File: src/rtl/wec_pkg.sv
// Shared constants, codes and control structs of the wheel encoder counter.
package wec_pkg;

  localparam int SAMPLE_BITS    = 10;
  localparam int AVERAGE_TAPS   = 3;
  localparam int COUNT_BITS     = 32;

  localparam int THR_BITS       = 10;
  localparam int GAP_US_BITS    = 20;
  localparam int GAP_MS_BITS    = 16;
  localparam int SCALE_BITS     = 16;
  localparam int TIME_BITS      = 32;
  localparam int VEL_BITS       = 32;

  localparam int SUM_BITS       = SAMPLE_BITS + 2;
  localparam int CMP_BITS       = (SUM_BITS > THR_BITS + 2) ? SUM_BITS : THR_BITS + 2;

  // signed count change times unsigned scale
  localparam int PROD_BITS      = COUNT_BITS + SCALE_BITS;
  localparam int MAG_BITS       = PROD_BITS - 1;
  localparam int SAT_BITS       = (MAG_BITS > VEL_BITS) ? MAG_BITS : VEL_BITS + 1;
  localparam int DIV_CNT_BITS   = $clog2(MAG_BITS + 1);

  localparam logic [SAT_BITS-1:0] SAT_POS_MAX = SAT_BITS'((64'd1 << (VEL_BITS - 1)) - 64'd1);
  localparam logic [SAT_BITS-1:0] SAT_NEG_MAX = SAT_BITS'(64'd1 << (VEL_BITS - 1));
  localparam logic [VEL_BITS-1:0] VEL_MAX     = {1'b0, {(VEL_BITS - 1){1'b1}}};
  localparam logic [VEL_BITS-1:0] VEL_MIN     = {1'b1, {(VEL_BITS - 1){1'b0}}};

  localparam int IN_FIELD_BITS  = SAMPLE_BITS + 2 * TIME_BITS + 1;
  localparam int IN_TDATA_BITS  = ((IN_FIELD_BITS + 7) / 8) * 8;
  localparam int OUT_FIELD_BITS = 2 * VEL_BITS + 3;
  localparam int OUT_TDATA_BITS = ((OUT_FIELD_BITS + 7) / 8) * 8;

  localparam int CFG_INDEX_BITS = 3;
  localparam int CFG_DATA_BITS  = GAP_US_BITS;

  localparam logic [THR_BITS-1:0]    LOW_THR_RESET  = THR_BITS'(300);
  localparam logic [THR_BITS-1:0]    HIGH_THR_RESET = THR_BITS'(700);
  localparam logic [GAP_US_BITS-1:0] GAP_US_RESET   = GAP_US_BITS'(1000);
  localparam logic [GAP_MS_BITS-1:0] GAP_MS_RESET   = GAP_MS_BITS'(100);
  localparam logic [SCALE_BITS-1:0]  SCALE_RESET    = SCALE_BITS'(1000);

  localparam logic OP_UPDATE = 1'b0;
  localparam logic OP_CLEAR  = 1'b1;

  typedef enum logic [CFG_INDEX_BITS-1:0] {
    CFG_LOW_THR  = 3'd0,
    CFG_HIGH_THR = 3'd1,
    CFG_GAP_US   = 3'd2,
    CFG_GAP_MS   = 3'd3,
    CFG_SCALE    = 3'd4
  } cfg_index_e;

  typedef struct packed {
    logic capture;
    logic eval;
    logic mul;
    logic div_start;
    logic fin;
    logic load_out;
  } wec_cmd_t;

  typedef struct packed {
    logic op_clear;
    logic vel_gate;
    logic div_busy;
  } wec_status_t;

endpackage

File: src/rtl/wheel_encoder_count_velocity.sv
// Top level of the wheel encoder pulse counter with velocity estimate.
//
//  channel  | direction | handshake              | content
//  ---------+-----------+------------------------+-------------------------------
//  s_       | in        | s_tvalid_i/s_tready_o  | update or clear request
//  m_       | out       | m_tvalid_o/m_tready_i  | count, velocity and flags
//  cfg_     | in        | cfg_valid_i/cfg_ready_o| register index and write data
//
//  A request without a velocity update passes ST_EVAL and ST_WRITE on its way to output.
//  With a velocity update it also passes ST_MUL, ST_DIV_START, ST_DIV_WAIT and ST_FIN,
//  where the restoring divider produces one of its 47 quotient bits per cycle.
//  One request is in flight at a time; the next is accepted once the result
//  is in the output register, even while that result waits for m_tready_i.
//  After reset the block accepts requests at once; config writes always complete.
module wheel_encoder_count_velocity (
  input  logic                               clk_i,
  input  logic                               rst_ni,
  input  logic                               s_tvalid_i,
  output logic                               s_tready_o,
  // [9:0] sample, [41:10] time_us, [73:42] time_ms, [74] direction_negative
  input  logic [wec_pkg::IN_TDATA_BITS-1:0]  s_tdata_i,
  // [0] operation
  input  logic [0:0]                         s_tuser_i,
  output logic                               m_tvalid_o,
  input  logic                               m_tready_i,
  // [31:0] count, [63:32] velocity, [64] level_high, [65] sample_taken,
  // [66] velocity_updated
  output logic [wec_pkg::OUT_TDATA_BITS-1:0] m_tdata_o,
  input  logic                               cfg_valid_i,
  output logic                               cfg_ready_o,
  input  logic [wec_pkg::CFG_INDEX_BITS-1:0] cfg_index_i,
  input  logic [wec_pkg::CFG_DATA_BITS-1:0]  cfg_data_i
);
  import wec_pkg::*;

  wec_cmd_t    cmd;
  wec_status_t status;

  logic [VEL_BITS-1:0] count, velocity;
  logic                level_high, sample_taken, velocity_updated;

  assign cfg_ready_o = 1'b1;

  wec_ctrl u_ctrl (
    .clk_i      (clk_i),
    .rst_ni     (rst_ni),
    .s_tvalid_i (s_tvalid_i),
    .s_tready_o (s_tready_o),
    .m_tvalid_o (m_tvalid_o),
    .m_tready_i (m_tready_i),
    .status_i   (status),
    .cmd_o      (cmd)
  );

  wec_datapath u_datapath (
    .clk_i                (clk_i),
    .rst_ni               (rst_ni),
    .cmd_i                (cmd),
    .status_o             (status),
    .cfg_we_i             (cfg_valid_i),
    .cfg_index_i          (cfg_index_i),
    .cfg_data_i           (cfg_data_i),
    .operation_i          (s_tuser_i[0]),
    .sample_i             (s_tdata_i[SAMPLE_BITS-1:0]),
    .time_us_i            (s_tdata_i[SAMPLE_BITS +: TIME_BITS]),
    .time_ms_i            (s_tdata_i[SAMPLE_BITS+TIME_BITS +: TIME_BITS]),
    .direction_negative_i (s_tdata_i[SAMPLE_BITS+2*TIME_BITS]),
    .count_o              (count),
    .velocity_o           (velocity),
    .level_high_o         (level_high),
    .sample_taken_o       (sample_taken),
    .velocity_updated_o   (velocity_updated)
  );

  assign m_tdata_o = OUT_TDATA_BITS'({velocity_updated, sample_taken, level_high,
                                      velocity, count});

endmodule

File: src/rtl/wec_div.sv
// Restoring unsigned divider, one quotient bit per cycle.
module wec_div (
  input  logic                          clk_i,
  input  logic                          rst_ni,
  input  logic                          start_i,
  input  logic [wec_pkg::MAG_BITS-1:0]  dividend_i,
  input  logic [wec_pkg::TIME_BITS-1:0] divisor_i,
  output logic                          busy_o,
  output logic [wec_pkg::MAG_BITS-1:0]  quotient_o
);
  import wec_pkg::*;

  logic [DIV_CNT_BITS-1:0] cnt_q, cnt_d;
  logic [MAG_BITS-1:0]     quo_q, quo_d;
  logic [TIME_BITS-1:0]    rem_q, rem_d;
  logic [TIME_BITS-1:0]    div_q, div_d;
  logic [TIME_BITS:0]      shifted;
  logic [TIME_BITS:0]      diff;
  logic                    fits;

  assign shifted = {rem_q, quo_q[MAG_BITS-1]};
  assign diff    = shifted - {1'b0, div_q};
  assign fits    = shifted >= {1'b0, div_q};

  always_comb begin
    cnt_d = cnt_q;
    quo_d = quo_q;
    rem_d = rem_q;
    div_d = div_q;
    if (start_i) begin
      cnt_d = DIV_CNT_BITS'(MAG_BITS);
      quo_d = dividend_i;
      rem_d = '0;
      div_d = divisor_i;
    end else if (cnt_q != '0) begin
      cnt_d = cnt_q - 1'b1;
      quo_d = {quo_q[MAG_BITS-2:0], fits};
      rem_d = fits ? diff[TIME_BITS-1:0] : shifted[TIME_BITS-1:0];
    end
  end

  always_ff @(posedge clk_i or negedge rst_ni) begin
    if (!rst_ni) begin
      cnt_q <= '0;
    end else begin
      cnt_q <= cnt_d;
    end
  end

  always_ff @(posedge clk_i) begin
    quo_q <= quo_d;
    rem_q <= rem_d;
    div_q <= div_d;
  end

  assign busy_o     = cnt_q != '0;
  assign quotient_o = quo_q;

endmodule

File: src/rtl/wec_datapath.sv
// Datapath: registers, state, sample filter, counter, multiplier and divider.
module wec_datapath (
  input  logic                               clk_i,
  input  logic                               rst_ni,
  input  wec_pkg::wec_cmd_t                  cmd_i,
  output wec_pkg::wec_status_t               status_o,
  input  logic                               cfg_we_i,
  input  logic [wec_pkg::CFG_INDEX_BITS-1:0] cfg_index_i,
  input  logic [wec_pkg::CFG_DATA_BITS-1:0]  cfg_data_i,
  input  logic                               operation_i,
  input  logic [wec_pkg::SAMPLE_BITS-1:0]    sample_i,
  input  logic [wec_pkg::TIME_BITS-1:0]      time_us_i,
  input  logic [wec_pkg::TIME_BITS-1:0]      time_ms_i,
  input  logic                               direction_negative_i,
  output logic [wec_pkg::VEL_BITS-1:0]       count_o,
  output logic [wec_pkg::VEL_BITS-1:0]       velocity_o,
  output logic                               level_high_o,
  output logic                               sample_taken_o,
  output logic                               velocity_updated_o
);
  import wec_pkg::*;

  // configuration
  logic [THR_BITS-1:0]    low_thr_q, high_thr_q;
  logic [GAP_US_BITS-1:0] gap_us_q;
  logic [GAP_MS_BITS-1:0] gap_ms_q;
  logic [SCALE_BITS-1:0]  scale_q;

  // item held for the duration of its processing
  logic                   op_q, neg_q;
  logic [SAMPLE_BITS-1:0] sample_q;
  logic [TIME_BITS-1:0]   tus_q, tms_q;

  // architectural state
  logic [SAMPLE_BITS-1:0] prev1_q, prev2_q;
  logic                   level_q;
  logic [COUNT_BITS-1:0]  count_q, count_at_vel_q;
  logic [VEL_BITS-1:0]    vel_q;
  logic [TIME_BITS-1:0]   last_us_q, last_ms_q;
  logic                   taken_q, vupd_q;

  logic signed [PROD_BITS-1:0] prod_q;

  logic [VEL_BITS-1:0] out_count_q, out_vel_q;
  logic                out_level_q, out_taken_q, out_vupd_q;

  logic [TIME_BITS-1:0]        elapsed_us, elapsed_ms;
  logic                        gate_us;
  logic [CMP_BITS-1:0]         sum, low3, high3;
  logic                        is_low, is_high;
  logic [COUNT_BITS-1:0]       delta;
  logic signed [SCALE_BITS:0]  scale_s;
  logic signed [PROD_BITS-1:0] prod_d;
  logic [PROD_BITS-1:0]        prod_abs;
  logic [MAG_BITS-1:0]         quotient;
  logic                        div_busy;
  logic [SAT_BITS-1:0]         q_ext;
  logic [VEL_BITS-1:0]         q_low;
  logic [VEL_BITS-1:0]         vel_new;

  assign elapsed_us = tus_q - last_us_q;
  assign elapsed_ms = tms_q - last_ms_q;
  assign gate_us    = elapsed_us > TIME_BITS'(gap_us_q);

  assign sum     = CMP_BITS'(sample_q) + CMP_BITS'(prev1_q) + CMP_BITS'(prev2_q);
  assign low3    = CMP_BITS'(low_thr_q) * CMP_BITS'(AVERAGE_TAPS);
  assign high3   = CMP_BITS'(high_thr_q) * CMP_BITS'(AVERAGE_TAPS);
  assign is_low  = sum <= low3;
  assign is_high = sum >= high3;

  // count change since the last velocity update, read as signed
  assign delta   = count_q - count_at_vel_q;
  assign scale_s = $signed({1'b0, scale_q});
  assign prod_d  = $signed(delta) * scale_s;

  assign prod_abs = prod_q[PROD_BITS-1] ? PROD_BITS'(-prod_q) : PROD_BITS'(prod_q);

  wec_div u_div (
    .clk_i      (clk_i),
    .rst_ni     (rst_ni),
    .start_i    (cmd_i.div_start),
    .dividend_i (prod_abs[MAG_BITS-1:0]),
    .divisor_i  (elapsed_ms),
    .busy_o     (div_busy),
    .quotient_o (quotient)
  );

  // truncated quotient with the product's sign, saturated
  always_comb begin
    q_ext = SAT_BITS'(quotient);
    q_low = q_ext[VEL_BITS-1:0];
    if (!prod_q[PROD_BITS-1]) begin
      vel_new = (q_ext > SAT_POS_MAX) ? VEL_MAX : q_low;
    end else begin
      vel_new = (q_ext > SAT_NEG_MAX) ? VEL_MIN : VEL_BITS'(-q_low);
    end
  end

  assign status_o.op_clear = op_q == OP_CLEAR;
  assign status_o.vel_gate = elapsed_ms > TIME_BITS'(gap_ms_q);
  assign status_o.div_busy = div_busy;

  always_ff @(posedge clk_i or negedge rst_ni) begin
    if (!rst_ni) begin
      low_thr_q  <= LOW_THR_RESET;
      high_thr_q <= HIGH_THR_RESET;
      gap_us_q   <= GAP_US_RESET;
      gap_ms_q   <= GAP_MS_RESET;
      scale_q    <= SCALE_RESET;
    end else if (cfg_we_i) begin
      unique case (cfg_index_i)
        CFG_LOW_THR:  low_thr_q  <= cfg_data_i[THR_BITS-1:0];
        CFG_HIGH_THR: high_thr_q <= cfg_data_i[THR_BITS-1:0];
        CFG_GAP_US:   gap_us_q   <= cfg_data_i[GAP_US_BITS-1:0];
        CFG_GAP_MS:   gap_ms_q   <= cfg_data_i[GAP_MS_BITS-1:0];
        CFG_SCALE:    scale_q    <= cfg_data_i[SCALE_BITS-1:0];
        default: ;
      endcase
    end
  end

  always_ff @(posedge clk_i or negedge rst_ni) begin
    if (!rst_ni) begin
      prev1_q        <= '0;
      prev2_q        <= '0;
      level_q        <= 1'b1;
      count_q        <= '0;
      count_at_vel_q <= '0;
      vel_q          <= '0;
      last_us_q      <= '0;
      last_ms_q      <= '0;
      taken_q        <= 1'b0;
      vupd_q         <= 1'b0;
    end else if (cmd_i.eval) begin
      taken_q <= 1'b0;
      vupd_q  <= 1'b0;
      if (op_q == OP_CLEAR) begin
        count_q <= '0;
        vel_q   <= '0;
      end else if (gate_us) begin
        taken_q   <= 1'b1;
        prev1_q   <= sample_q;
        prev2_q   <= prev1_q;
        last_us_q <= tus_q;
        priority if (is_low) begin
          level_q <= 1'b0;
        end else if (is_high && !level_q) begin
          level_q <= 1'b1;
          count_q <= neg_q ? count_q - 1'b1 : count_q + 1'b1;
        end else begin
          level_q <= level_q;
        end
      end
    end else if (cmd_i.fin) begin
      vel_q          <= vel_new;
      count_at_vel_q <= count_q;
      last_ms_q      <= tms_q;
      vupd_q         <= 1'b1;
    end
  end

  always_ff @(posedge clk_i) begin
    if (cmd_i.capture) begin
      op_q     <= operation_i;
      sample_q <= sample_i;
      tus_q    <= time_us_i;
      tms_q    <= time_ms_i;
      neg_q    <= direction_negative_i;
    end
    if (cmd_i.mul) begin
      prod_q <= prod_d;
    end
    if (cmd_i.load_out) begin
      out_count_q <= VEL_BITS'($signed(count_q));
      out_vel_q   <= vel_q;
      out_level_q <= level_q;
      out_taken_q <= taken_q;
      out_vupd_q  <= vupd_q;
    end
  end

  assign count_o            = out_count_q;
  assign velocity_o         = out_vel_q;
  assign level_high_o       = out_level_q;
  assign sample_taken_o     = out_taken_q;
  assign velocity_updated_o = out_vupd_q;

endmodule

File: src/rtl/wec_ctrl.sv
// Controller: sequences one item through filter, multiply, divide and output.
module wec_ctrl (
  input  logic                 clk_i,
  input  logic                 rst_ni,
  input  logic                 s_tvalid_i,
  output logic                 s_tready_o,
  output logic                 m_tvalid_o,
  input  logic                 m_tready_i,
  input  wec_pkg::wec_status_t status_i,
  output wec_pkg::wec_cmd_t    cmd_o
);
  import wec_pkg::*;

  typedef enum logic [2:0] {
    ST_IDLE,
    ST_EVAL,
    ST_MUL,
    ST_DIV_START,
    ST_DIV_WAIT,
    ST_FIN,
    ST_WRITE
  } state_e;

  state_e state_q;
  logic   out_valid_q;
  logic   out_free;

  assign out_free   = !out_valid_q || m_tready_i;
  assign s_tready_o = state_q == ST_IDLE;
  assign m_tvalid_o = out_valid_q;

  always_comb begin
    cmd_o           = '0;
    cmd_o.capture   = (state_q == ST_IDLE) && s_tvalid_i;
    cmd_o.eval      = state_q == ST_EVAL;
    cmd_o.mul       = state_q == ST_MUL;
    cmd_o.div_start = state_q == ST_DIV_START;
    cmd_o.fin       = state_q == ST_FIN;
    cmd_o.load_out  = (state_q == ST_WRITE) && out_free;
  end

  always_ff @(posedge clk_i or negedge rst_ni) begin
    if (!rst_ni) begin
      state_q     <= ST_IDLE;
      out_valid_q <= 1'b0;
    end else begin
      if (cmd_o.load_out) begin
        out_valid_q <= 1'b1;
      end else if (m_tready_i) begin
        out_valid_q <= 1'b0;
      end
      unique case (state_q)
        ST_IDLE: begin
          if (s_tvalid_i) state_q <= ST_EVAL;
        end
        ST_EVAL: begin
          // the velocity gate does not depend on the sample update
          if (!status_i.op_clear && status_i.vel_gate) state_q <= ST_MUL;
          else state_q <= ST_WRITE;
        end
        ST_MUL:       state_q <= ST_DIV_START;
        ST_DIV_START: state_q <= ST_DIV_WAIT;
        ST_DIV_WAIT: begin
          if (!status_i.div_busy) state_q <= ST_FIN;
        end
        ST_FIN:       state_q <= ST_WRITE;
        ST_WRITE: begin
          if (out_free) state_q <= ST_IDLE;
        end
        default:      state_q <= ST_IDLE;
      endcase
    end
  end

endmodule

File: config.mk
export PLATFORM = sky130hd
export DESIGN_NAME = wheel_encoder_count_velocity
export DESIGN_NICKNAME = d
export VERILOG_FILES = /design/src/rtl/wec_pkg.sv /design/src/rtl/wheel_encoder_count_velocity.sv /design/src/rtl/wec_div.sv /design/src/rtl/wec_datapath.sv /design/src/rtl/wec_ctrl.sv
export SDC_FILE = /design/constraint.sdc
export NUM_CORES = 2
export LEC_CHECK = 0
export BUFFER_PORTS_ARGS = -buffer_cell sky130_fd_sc_hd__buf_2
export CORE_UTILIZATION = 45
export DETAILED_ROUTE_END_ITERATION = 6
export SLEW_MARGIN = 20
export SYNTH_ARGS = -nofsm -noshare
export SYNTH_HDL_FRONTEND = slang
export SYNTH_SLANG_ARGS = --single-unit
File: constraint.sdc
create_clock -name clk_i -period 10.15 [get_ports clk_i]
set_input_delay 2.03 -clock clk_i [delete_from_list [all_inputs] [get_ports clk_i]]
set_output_delay 2.03 -clock clk_i [all_outputs]
set_load 0.05 [all_outputs]
==> impl_metrics.json <==
{
  "rr_worst_depth": 37,
  "maxSlewHeadroom_pct": 22.8,
  "crit_buf_inv": 6,
  "die-area_um2": 113000,
  "via_count": 36348,
  "yosys-top-cells-count": "814 x inv_1, 590 x nand2_1, 493 x fa_1",
  "path_class": "reg -> reg",
  "top_register": "u_datapath.prod_q",
  "insertion_delay_ps": 650,
  "core_um2": 111000,
  "drc": 0,
  "die_h_um": 337,
  "initial_core_util_pct": 45.5,
  "clock_path_buffers": 3,
  "crit_path_end": "u_datapath.prod_q[46]",
  "gp_congestion": 0.892,
  "rsz0062_at_grt": "no",
  "regToRegEndpoint": "u_datapath.prod_q[46]",
  "crit_slowest_cell": "fa_1",
  "worstHoldPathType": "reg -> reg",
  "cp-end-kind": "register",
  "critical_path_required_ps": 10510,
  "grt_pass1_vias": 36181,
  "synth_edf_count": 270,
  "ys_ff_latch": 567,
  "cp-startpoint": "u_datapath.count_q[0]",
  "drv_cap": 0,
  "track_usage_pct": 22.1,
  "die_w_um": 337,
  "root_buffer": "clkbuf_16",
  "cp_top_family": "adder cells",
  "cp_common_cell": "fa_1",
  "netlist_instances": 5234,
  "tns_ps": 0,
  "h-tree-depth": 3,
  "drtIter0Drc": 1975,
  "reg2reg_slack_ps": 600,
  "grt_pass1_wl_um": 198000,
  "synth_most_common_cell": "inv_1",
  "grt_max_degree": 138,
  "skew_ps": 46.8,
  "totalWireLength_um": 122000,
  "routed_via_density": 5.26,
  "numCtsBuffers": 69,
  "crit_fanout": 6,
  "grt_overflow_total": 0,
  "drive_gt1_share_pct": 10.4,
  "dp_hpwl_um": 93200,
  "synth-async-reset-ratio_pct": 46.7,
  "synth_top_area_share_pct": 19.6,
  "fillers": 10285,
  "port_buffers": 172,
  "seq_area_frac_synth_pct": 30.5,
  "path_clk_slew_ps": 60,
  "fmax_mhz": 105,
  "setup_viol": 0,
  "critPathLaunchType": "register",
  "synthToLayoutAreaGrowth_pct": 10.4,
  "rows": 122,
  "fin_nets": 6340,
  "postRouteAntennaNets": 0,
  "io-pin-count": 184,
  "reg2reg_from": "u_datapath.count_q[0]",
  "syn_area_per_cell_um2": 9.64,
  "min_from": "u_datapath.taken_q",
  "period_needed_ps": 9550,
  "first_pass_iters": 7,
  "status": "complete, no violations",
  "drv_slew": 0,
  "hold_viol": 0,
  "worstSetupPathDepth": 37,
  "slowest_delay_ps": 550,
  "regArea_um2": 15400,
  "synth_flop_cell": "edfxtp_1",
  "multi_input_area_um2": 31400,
  "synth-warning-count": 0,
  "drt-wirelength-per-cell_um": 17.7,
  "largest_reg_flops": 48,
  "cts_sinks": 567,
  "cts_tree": "built",
  "fin_crit_sh_pct": 94.1,
  "antenna_found_initial": 2,
  "synth.area.top_cells": "fa_1 20%, edfxtp_1 16%, dfrtp_1 12%, ha_1 9.2%, inv_1 6.1%",
  "yosysTopAreaCell": "fa_1",
  "worstMarginPinSlew_ps": 1150,
  "syn-cell-area_um2": 50500,
  "synth_cell_type_count": 81,
  "cp.arrival_ps": 9900
}
[logic make-up (layout without fill, tap and decap cells)]
family,count (synthesis),in the layout,share of synthesized area [%]
other,2,7,0.0149
XOR/XNOR,264,264,4.58
AND/OR/NAND/NOR,1411,1411,13.7
multiplexers,113,113,2.50
AO/OA/AOI/OAI,990,990,12.2
adder cells (fa/ha/maj),866,866,28.8
flip-flops,567,567,30.5
buffers and inverters,1021,1205,7.66
[stage by stage]
stage                     hold WS (ps)  instance area, µm²  cells  setup slack [ps]  util, %
final                              445               55700   6911               603     50.2
after global routing               455               55700   6911              2.70     50.2
after CTS                          444               55600   6909               321     50.1
after detailed placement           437               53200   6781               435     47.9
after global placement             430               53200   6781               444     47.9
after floorplan                    419               50500   5238              1410        -
[per-layer routing]
metal | track usage (%) | vias up | wire (µm)
met5 | 0 | - | 0
met4 | 5.96 | 0 | 3160
met3 | 3.18 | 188 | 5660
met2 | 35.7 | 720 | 55800
met1 | 31.0 | 17836 | 57400
li1 | - | 17604 | -
[cells in the final DEF, fill, tap and decap left out, types with 31 or more instances in the layout]
cell | Yosys | final
clkbuf_16 | 0 | 71
or3_1 | 31 | 31
xnor2_1 | 148 | 146
buf_2 | 0 | 171
buf_4 | 9 | 89
o21bai_1 | 35 | 35
a211oi_1 | 34 | 34
mux2_2 | 103 | 103
xor2_1 | 116 | 114
nor2_1 | 179 | 173
inv_1 | 814 | 813
a21o_1 | 102 | 101
nand3_1 | 63 | 62
o21a_1 | 43 | 43
dfxtp_1 | 32 | 32
and2_1 | 240 | 239
nor3_1 | 65 | 63
a21oi_1 | 236 | 232
nand2_1 | 590 | 589
a22o_1 | 34 | 34
o21ai_0 | 321 | 321
nand4_1 | 40 | 40
edfxtp_1 | 270 | 270
dfrtp_1 | 239 | 237
ha_1 | 373 | 373
nor2b_1 | 47 | 47
fa_1 | 493 | 493
[what timing repair did]
action                     4_1_cts  5_1_grt
hold buffers                     0        0
setup endpoints to repair        0       13
gates resized for setup          0        7
buffers inserted                 0        1
[worst min path at each step]
stage | end | cells after the start | slack, ps
3_5_place_dp | u_datapath.velocity_o[3] | 0 | 440
6_report | u_datapath.sample_taken_o | 0 | 450
4_1_cts | u_datapath.sample_taken_o | 0 | 440
3_3_place_gp | u_datapath.velocity_o[1] | 0 | 430
2_1_floorplan | u_datapath.sample_taken_o | 0 | 420
5_1_grt | u_datapath.velocity_o[13] | 0 | 450
[worst register-to-register path, delay by kind of cell (launching register included)]
kind | cells | cell delay [ps]
XOR/XNOR | 2 | 270
adder cells (fa/ha/maj) | 9 | 4080
flip-flops | 1 | 430
AND/OR/NAND/NOR | 2 | 320
AO/OA/AOI/OAI | 18 | 3710
buffers and inverters | 6 | 430
[layout make-up]
cell class,instances,area share (%)
timing repair buffer,262,2.80
inverter,815,5.49
sequential,567,27.7
clock buffer,90,3.46
multi-input combinational,3650,56.3
antenna,1,0.00449
clock inverter,38,0.923
tap,1488,3.34
Power is not shown: default switching activity piles up to over one toggle a cycle in this logic, so the estimate is an artifact.
